--- src/rtl/core/hpq_pkg.sv ---
// hpq_pkg: shared types and codes for the min-heap priority queue core
// no dependencies; used by the top level and the heap memory
package hpq_pkg;

  localparam int unsigned ValW = 32;

  typedef enum logic [1:0] {
    ACT_INSERT  = 2'd0,
    ACT_DEL_MIN = 2'd1,
    ACT_DEL_VAL = 2'd2,
    ACT_NONE    = 2'd3
  } action_e;

  typedef enum logic [1:0] {
    STAT_OK       = 2'd0,
    STAT_FULL     = 2'd1,
    STAT_EMPTY    = 2'd2,
    STAT_NOTFOUND = 2'd3
  } status_e;

  typedef enum logic [3:0] {
    S_IDLE,
    S_SCAN,
    S_LAST,
    S_DN_CHK,
    S_DN_L,
    S_DN_R,
    S_UP_CHK,
    S_UP_CMP,
    S_FIN,
    S_DONE
  } state_e;

  typedef logic [ValW-1:0] word_t;

endpackage

--- src/rtl/core/hpq_mem.sv ---
// hpq_mem: heap entry storage, one write and one read port, registered read data
// depends on hpq_pkg for the word type
module hpq_mem #(
  parameter int unsigned Depth = 16,
  parameter int unsigned AddrW = 4
) (
  input  logic                 clk_i,
  input  logic                 we_i,
  input  logic [AddrW-1:0]     waddr_i,
  input  hpq_pkg::word_t       wdata_i,
  input  logic                 re_i,
  input  logic [AddrW-1:0]     raddr_i,
  output hpq_pkg::word_t       rdata_o
);

  hpq_pkg::word_t mem_q [Depth];
  hpq_pkg::word_t rdata_q;

  always_ff @(posedge clk_i) begin
    if (we_i) begin
      mem_q[waddr_i] <= wdata_i;
    end
    if (re_i) begin
      rdata_q <= mem_q[raddr_i];
    end
  end

  assign rdata_o = rdata_q;

endmodule

--- src/rtl/core/min_heap_priority_queue_core.sv ---
// min_heap_priority_queue_core: binary min-heap sequencer, result register and checks
// depends on hpq_pkg and hpq_mem
//
//  channel  | dir | tdata fields (low bit up)                       | width
//  s_axis   | in  | action[1:0], value[33:2]                        | 40
//  m_axis   | out | status, removed_value, min_value, entry_count   | bytes of 66+CntW
//
// one item at a time; a full or empty report skips to the result, other items
// first do their sift or scan work; insert: S_UP_CHK, S_UP_CMP per level climbed
// remove minimum: S_DN_CHK, S_DN_L and, with a right child, S_DN_R per level
// remove value: one slot per cycle through the memory read port, then the sifts
// the single read port sets the pace
// reset clears the fill count, the sequencer and the output valid only, the entries need no clearing
// a stalled result sits in the output register; the next beat is taken meanwhile
module min_heap_priority_queue_core #(
  parameter int unsigned CAPACITY = 16
) (
  input  logic                                       clk_i,
  input  logic                                       rst_ni,
  input  logic                                       s_axis_tvalid_i,
  output logic                                       s_axis_tready_o,
  // action[1:0], value[33:2], zero fill
  input  logic [39:0]                                s_axis_tdata_i,
  output logic                                       m_axis_tvalid_o,
  input  logic                                       m_axis_tready_i,
  // status[1:0], removed_value[33:2], min_value[65:34], entry_count above, zero fill
  output logic [((66+$clog2(CAPACITY+1)+7)/8)*8-1:0] m_axis_tdata_o
);

  localparam int unsigned CntW  = $clog2(CAPACITY + 1);
  localparam int unsigned AddrW = (CAPACITY > 1) ? $clog2(CAPACITY) : 1;
  localparam int unsigned OutW  = ((66 + CntW + 7) / 8) * 8;

  hpq_pkg::state_e  state_q, state_d;
  logic [CntW-1:0]  cnt_q, cnt_d;       // entries held
  logic [CntW-1:0]  pos_q, pos_d;       // hole slot of the moving entry
  logic [CntW-1:0]  start_q, start_d;   // slot where the sift began
  logic [CntW:0]    scan_q, scan_d;     // next slot to read in a search
  logic             pend_q, pend_d;     // a search read is in flight
  hpq_pkg::word_t   cur_q, cur_d;       // entry being sifted
  hpq_pkg::word_t   lv_q, lv_d;         // left child held while right is read
  hpq_pkg::word_t   val_q, val_d;       // search key
  hpq_pkg::word_t   root_q, root_d;     // copy of slot one
  hpq_pkg::word_t   rem_q, rem_d;
  hpq_pkg::status_e stat_q, stat_d;
  logic             out_vld_q, out_vld_d;
  logic [OutW-1:0]  out_q, out_d;

  logic             mem_we, mem_re;
  logic [CntW-1:0]  w_slot, r_slot, w_tmp, r_tmp;
  hpq_pkg::word_t   mem_wdata, rd_data;

  // slot k lives at address k-1
  assign w_tmp = w_slot - 1'b1;
  assign r_tmp = r_slot - 1'b1;

  hpq_mem #(
    .Depth (CAPACITY),
    .AddrW (AddrW)
  ) u_mem (
    .clk_i   (clk_i),
    .we_i    (mem_we),
    .waddr_i (w_tmp[AddrW-1:0]),
    .wdata_i (mem_wdata),
    .re_i    (mem_re),
    .raddr_i (r_tmp[AddrW-1:0]),
    .rdata_o (rd_data)
  );

  // child slots and sift-down choice, left child wins a tie
  logic [CntW:0]    kid_l, kid_r, cnt_x;
  hpq_pkg::word_t   l_val;
  logic             take_l, take_r, r_ok;
  hpq_pkg::word_t   best_val;
  logic [CntW-1:0]  best_slot;
  logic [CntW-1:0]  found_slot;
  logic [CntW:0]    found_tmp;
  logic             out_free;

  assign kid_l      = {pos_q, 1'b0};
  assign kid_r      = kid_l + 1'b1;
  assign cnt_x      = {1'b0, cnt_q};
  assign found_tmp  = scan_q - 1'b1;
  assign found_slot = found_tmp[CntW-1:0];
  assign out_free   = !out_vld_q || m_axis_tready_i;

  always_comb begin
    r_ok   = (state_q == hpq_pkg::S_DN_R);
    l_val  = r_ok ? lv_q : rd_data;
    take_l = ($signed(l_val) < $signed(cur_q));
    take_r = r_ok && ($signed(rd_data) < $signed(take_l ? l_val : cur_q));
    if (take_r) begin
      best_val  = rd_data;
      best_slot = kid_r[CntW-1:0];
    end else begin
      best_val  = l_val;
      best_slot = kid_l[CntW-1:0];
    end
  end

  always_comb begin
    state_d   = state_q;
    cnt_d     = cnt_q;
    pos_d     = pos_q;
    start_d   = start_q;
    scan_d    = scan_q;
    pend_d    = 1'b0;
    cur_d     = cur_q;
    lv_d      = lv_q;
    val_d     = val_q;
    rem_d     = rem_q;
    stat_d    = stat_q;
    mem_we    = 1'b0;
    mem_re    = 1'b0;
    w_slot    = pos_q;
    r_slot    = cnt_q;
    mem_wdata = cur_q;
    out_vld_d = out_vld_q && !m_axis_tready_i;
    out_d     = out_q;
    s_axis_tready_o = (state_q == hpq_pkg::S_IDLE);

    unique case (state_q)
      hpq_pkg::S_IDLE: begin
        if (s_axis_tvalid_i) begin
          val_d  = s_axis_tdata_i[33:2];
          rem_d  = '0;
          stat_d = hpq_pkg::STAT_OK;
          unique case (hpq_pkg::action_e'(s_axis_tdata_i[1:0]))
            hpq_pkg::ACT_INSERT: begin
              if (cnt_q == CntW'(CAPACITY)) begin
                stat_d  = hpq_pkg::STAT_FULL;
                state_d = hpq_pkg::S_DONE;
              end else begin
                cnt_d   = cnt_q + 1'b1;
                pos_d   = cnt_q + 1'b1;
                cur_d   = s_axis_tdata_i[33:2];
                state_d = hpq_pkg::S_UP_CHK;
              end
            end
            hpq_pkg::ACT_DEL_MIN: begin
              if (cnt_q == '0) begin
                stat_d  = hpq_pkg::STAT_EMPTY;
                state_d = hpq_pkg::S_DONE;
              end else begin
                rem_d   = root_q;
                mem_re  = 1'b1;
                pos_d   = CntW'(1);
                start_d = CntW'(1);
                state_d = hpq_pkg::S_LAST;
              end
            end
            hpq_pkg::ACT_DEL_VAL: begin
              scan_d  = (CntW+1)'(1);
              state_d = hpq_pkg::S_SCAN;
            end
            default: state_d = hpq_pkg::S_DONE;
          endcase
        end
      end
      hpq_pkg::S_SCAN: begin
        if (pend_q && rd_data == val_q) begin
          rem_d = val_q;
          if (found_slot == cnt_q) begin
            cnt_d   = cnt_q - 1'b1;
            state_d = hpq_pkg::S_DONE;
          end else begin
            mem_re  = 1'b1;
            pos_d   = found_slot;
            start_d = found_slot;
            state_d = hpq_pkg::S_LAST;
          end
        end else if (scan_q <= cnt_x) begin
          mem_re = 1'b1;
          r_slot = scan_q[CntW-1:0];
          scan_d = scan_q + 1'b1;
          pend_d = 1'b1;
        end else begin
          stat_d  = hpq_pkg::STAT_NOTFOUND;
          state_d = hpq_pkg::S_DONE;
        end
      end
      hpq_pkg::S_LAST: begin
        cur_d   = rd_data;
        cnt_d   = cnt_q - 1'b1;
        state_d = hpq_pkg::S_DN_CHK;
      end
      hpq_pkg::S_DN_CHK: begin
        if (kid_l <= cnt_x) begin
          mem_re  = 1'b1;
          r_slot  = kid_l[CntW-1:0];
          state_d = hpq_pkg::S_DN_L;
        end else begin
          state_d = (pos_q == start_q) ? hpq_pkg::S_UP_CHK : hpq_pkg::S_FIN;
        end
      end
      hpq_pkg::S_DN_L, hpq_pkg::S_DN_R: begin
        if (!r_ok && kid_r <= cnt_x) begin
          lv_d    = rd_data;
          mem_re  = 1'b1;
          r_slot  = kid_r[CntW-1:0];
          state_d = hpq_pkg::S_DN_R;
        end else if (take_l || take_r) begin
          // child moves up into the hole
          mem_we    = 1'b1;
          mem_wdata = best_val;
          pos_d     = best_slot;
          state_d   = hpq_pkg::S_DN_CHK;
        end else begin
          state_d = (pos_q == start_q) ? hpq_pkg::S_UP_CHK : hpq_pkg::S_FIN;
        end
      end
      hpq_pkg::S_UP_CHK: begin
        if (pos_q > CntW'(1)) begin
          mem_re  = 1'b1;
          r_slot  = pos_q >> 1;
          state_d = hpq_pkg::S_UP_CMP;
        end else begin
          state_d = hpq_pkg::S_FIN;
        end
      end
      hpq_pkg::S_UP_CMP: begin
        if ($signed(cur_q) < $signed(rd_data)) begin
          // parent moves down into the hole
          mem_we    = 1'b1;
          mem_wdata = rd_data;
          pos_d     = pos_q >> 1;
          state_d   = hpq_pkg::S_UP_CHK;
        end else begin
          state_d = hpq_pkg::S_FIN;
        end
      end
      hpq_pkg::S_FIN: begin
        mem_we  = 1'b1;
        state_d = hpq_pkg::S_DONE;
      end
      hpq_pkg::S_DONE: begin
        if (out_free) begin
          out_vld_d = 1'b1;
          out_d     = '0;
          out_d[1:0]         = stat_q;
          out_d[33:2]        = rem_q;
          out_d[65:34]       = (cnt_q != '0) ? root_q : '0;
          out_d[66+:CntW]    = cnt_q;
          state_d   = hpq_pkg::S_IDLE;
        end
      end
      default: state_d = hpq_pkg::S_IDLE;
    endcase
  end

  // keep the root copy in step with every write of slot one
  assign root_d = (mem_we && w_slot == CntW'(1)) ? mem_wdata : root_q;

  always_ff @(posedge clk_i or negedge rst_ni) begin
    if (!rst_ni) begin
      state_q   <= hpq_pkg::S_IDLE;
      cnt_q     <= '0;
      pend_q    <= 1'b0;
      out_vld_q <= 1'b0;
    end else begin
      state_q   <= state_d;
      cnt_q     <= cnt_d;
      pend_q    <= pend_d;
      out_vld_q <= out_vld_d;
    end
  end

  always_ff @(posedge clk_i) begin
    pos_q   <= pos_d;
    start_q <= start_d;
    scan_q  <= scan_d;
    cur_q   <= cur_d;
    lv_q    <= lv_d;
    val_q   <= val_d;
    root_q  <= root_d;
    rem_q   <= rem_d;
    stat_q  <= stat_d;
    out_q   <= out_d;
  end

  assign m_axis_tvalid_o = out_vld_q;
  assign m_axis_tdata_o  = out_q;

  // fill count never passes capacity
  assert property (@(posedge clk_i) disable iff (!rst_ni)
    cnt_q <= CntW'(CAPACITY))
    else $error("fill count above capacity");

  // a read and a write never hit the same slot in one cycle
  assert property (@(posedge clk_i) disable iff (!rst_ni)
    (mem_we && mem_re) |-> (w_slot != r_slot))
    else $error("read and write collide on one slot");

  // an empty heap reports a zero minimum
  assert property (@(posedge clk_i) disable iff (!rst_ni)
    (m_axis_tvalid_o && out_q[66+:CntW] == '0) |-> (out_q[65:34] == '0))
    else $error("nonzero minimum on empty heap");

  // full status only with the heap at capacity
  assert property (@(posedge clk_i) disable iff (!rst_ni)
    (m_axis_tvalid_o && out_q[1:0] == hpq_pkg::STAT_FULL) |->
      (out_q[66+:CntW] == CntW'(CAPACITY)))
    else $error("full status below capacity");

endmodule

--- config.mk ---
export PLATFORM = sky130hd
export DESIGN_NAME = min_heap_priority_queue_core
export DESIGN_NICKNAME = d
export VERILOG_FILES = /design/src/rtl/core/hpq_pkg.sv /design/src/rtl/core/hpq_mem.sv /design/src/rtl/core/min_heap_priority_queue_core.sv
export SDC_FILE = /design/constraint.sdc
export NUM_CORES = 1
export LEC_CHECK = 0
export BUFFER_PORTS_ARGS = -buffer_cell sky130_fd_sc_hd__buf_2
export CAP_MARGIN = 20
export CORE_MARGIN = 1.5
export CORE_UTILIZATION = 40
export DETAILED_ROUTE_END_ITERATION = 7
export PLACE_DENSITY = 0.55
export SYNTH_ARGS = -nofsm -noshare
export SYNTH_HDL_FRONTEND = slang
export SYNTH_SLANG_ARGS = --single-unit
--- constraint.sdc ---
create_clock -name clk_i -period 21.9 [get_ports clk_i]
set_clock_uncertainty 0.1 [all_clocks]
set_input_delay 1.095 -clock clk_i [delete_from_list [all_inputs] [get_ports clk_i]]
set_output_delay 1.095 -clock clk_i [all_outputs]
set_load 0.01 [all_outputs]
==> qor.yml <==
reg2reg_from: "state_q[0]"
status: "complete, no violations"
netlist_instances: 2138
synth_flop_cell: "edfxtp_1"
viasPerCell: 5.62
first_pass_iters: 5
clock_sinks: 804
synth_nets: 2290
crit_path_start: "state_q[0]"
die_height_um: 301
grt_pass1_vias: 20196
die_area_um2: 90300
synthArstFlopShare: 0.0137
hold_class: "in -> async"
p_per_area_nw_per_um2: 179
syn_area_um2: 35400
worst_ep_required_time_ns: 22.09
nFillCells: 7585
drc: 0
drive_above_1_share: 0.216
htreeDepth: 3
p_leak_nw: 14.1
arrival_ns: 10.01
combPwrFrac: 0.476
dr_total_vias: 19882
antenna_found_initial: 3
pre_cts_slack_ns: 11.96
first_iter_violations: 1872
switching_share: 0.391
hold_violations: 0
fmax_mhz: 102
syn_area_per_cell_um2: 16.6
clk_latency_ns: 0.68
synth-seq-area-share: 0.680
fin_setup_tns_ns: 0
gp_congestion: 0.894
clk_pin_slew_ns: 0.06
multi_input_area_um2: 10700
synthDistinctLibCells: 74
portBuffers: 110
fin_ws_ns: 12.08
rsz0062_at_grt: "no"
cts_resized: 0
drt_wl_total_um: 92700
synth_edf_count: 793
cts_buffers: 86
cts_tree: "done"
ys_warn_count: 0
grt_usage: 0.205
placementRows: 108
fp.coreArea_um2: 87300
grt_max_degree: 105
post-route-min-period_ns: 9.82
grt-ovfl-total: 0
power.internal_w: 0.00441
crit_fanout: 67
synth_seq_cells: 804
final_core_util: 0.464
p_sw_w: 0.00283
die_w_um: 301
drtAntennaViolNets: 0
cap_violations: 0
fin_crit_sh: 0.448
cts_hold_buffers: 0
fin_nets: 2463
tightest_slew_ns: 0.966
startpoint_type: "flip-flop"
slew_headroom: 0.356
post_cts_buffers: 0
ctsLongestPathBuffers: 3
placed_cells: 3376
cts_root_buf: "clkbuf_16"
final-instance-count-excl-fill: 3535
grt_pass1_wl_um: 135000
drv_slew: 0
critPathKind: "reg -> reg"
setup_violations: 0
floorplan.initialDensity: 0.406
wire_per_inst_um: 26.2
num_io_pins: 118
hpwl_um: 57100
setup.worst_path.end_class: "flip-flop"
stdcell_area_um2: 40500
power.clock.fraction: 0.198
placed_cell_area_um2: 37700
power_frac_seq: 0.325
regArea_um2: 24100
area_delta_synth_final_pct: 14.3
vdd.ir_drop.worst_mv: 0.210
## Yosys cell counts, types with 8 or more instances
cell type	count	share of area
a211oi_1	13	0.0028
mux4_2	128	0.081
o21ai_0	87	0.012
a21oi_1	87	0.012
and3_1	9	0.0016
nand2_1	107	0.011
dfrtp_1	11	0.0078
nor3_1	30	0.0042
mux2_2	35	0.011
nand2b_1	12	0.0021
buf_2	21	0.0030
a21o_1	17	0.0036
inv_1	91	0.0096
and2_1	37	0.0065
xnor2_1	50	0.012
xor2_1	8	0.0020
nor4_1	13	0.0023
a22o_1	36	0.0089
ha_1	108	0.038
nand4_1	25	0.0044
nor2_1	61	0.0065
a221o_1	11	0.0031
nand3_1	18	0.0025
o22a_1	24	0.0059
mux2i_1	131	0.037
clkbuf_1	61	0.0065
edfxtp_1	793	0.67
## power groups by stage
stage | Combinational [W] | Clock [W] | Sequential (W)
floorplan | 0.00245 | 0 | 0.00231
global placement | 0.00343 | 0 | 0.00238
detailed placement | 0.00348 | 0 | 0.00238
CTS | 0.00349 | 0.00147 | 0.00235
global route | 0.00374 | 0.00153 | 0.00238
finish | 0.00345 | 0.00144 | 0.00236
## state kept, by name, summed over array words and instances, names as in the netlist
register and count:
u_mem.mem_q 512, m_axis_tdata_o 71, cur_q 32, lv_q 32
rem_q 32, root_q 32, u_mem.rdata_o 32, val_q 32
scan_q 6, cnt_q 5, pos_q 5, start_q 5
state_q 4, stat_q 2, m_axis_tvalid_o 1, pend_q 1
## area by class of cell
cell class / count / share of cell area
flip-flops and latches: 804 / 0.595
multi-input cells: 1144 / 0.264
clock buffers: 103 / 0.0558
well taps: 1155 / 0.0357
repair buffers: 183 / 0.0278
clock inverters: 53 / 0.0129
inverters: 92 / 0.00853
diodes: 1 / 0.0000618
## stage by stage
step / total power, W / hold WS, ns
after floorplan: 0.00476 / 0.300
after global placement: 0.00581 / 0.302
after detailed placement: 0.00586 / 0.305
after CTS: 0.00731 / 0.225
after global routing: 0.00765 / 0.245
final: 0.00724 / 0.249
## critical path: stages (launching register included)
cell and delay (ns):
dfrtp_1 0.78, and4bb_2 0.32, buf_4 0.55, o21ai_0 0.24, ha_1 0.34, a21o_1 0.16
a21o_1 0.17, a221oi_1 0.52, o2111ai_1 0.23, nor2_1 0.33, mux2i_4 0.68, buf_4 0.53
mux2i_1 0.40, ha_1 0.31, a21oi_1 0.22, o211ai_1 0.19, a21o_1 0.23, a21oi_1 0.30
nand3_1 0.21, o31ai_1 0.29, buf_4 0.19, a22o_1 0.17, nor3b_2 0.06, buf_4 0.23
nor4_2 0.22, buf_4 0.60, nor2b_4 0.26, buf_4 0.44
## cells by family (layout without fill, tap and decap cells)
family	Yosys count	count (layout)	synth area share
AND/OR/NAND/NOR	340	340	0.0482
adder cells (fa/ha/maj)	108	108	0.0382
AO/OA/AOI/OAI	342	342	0.0655
other	1	2	0.000106
buffers and inverters	190	431	0.0236
XOR/XNOR	58	58	0.0143
multiplexers	295	295	0.130
flip-flops	804	804	0.680
## layout by cell type (no fill, tap or decap), drive strengths merged, types with 30 or more instances in the layout
cell type and instances:
nor3 30, ha 108, inv 94, and2 37
nand2 107, clkbuf 104, mux4 128, buf 182
nor2 61, mux2 35, mux2i 132, a21oi 87
o21ai 90, xnor2 50, clkinv 41, edfxtp 793
a22o 36
## layer usage
layer,track usage,wire [um],up-vias
met4,0.0554,1970,0
met3,0.0290,4870,118
li1,-,-,8834
met2,0.338,44600,544
met1,0.285,41200,10386
met5,0,0,-
## worst paths after layout
kind,endpoint,slack (ns),cells past startpoint
max in group asynchronous,state_q[1],21.18,1
min in group clk_i,m_axis_tdata_o[22],0.32,0
setup / recovery,root_q[14],12.08,27
setup reg to reg,root_q[14],12.08,27
hold / removal,pend_q,0.25,1
hold reg to reg,m_axis_tdata_o[22],0.32,0
(Power assumes the default switching activity.)
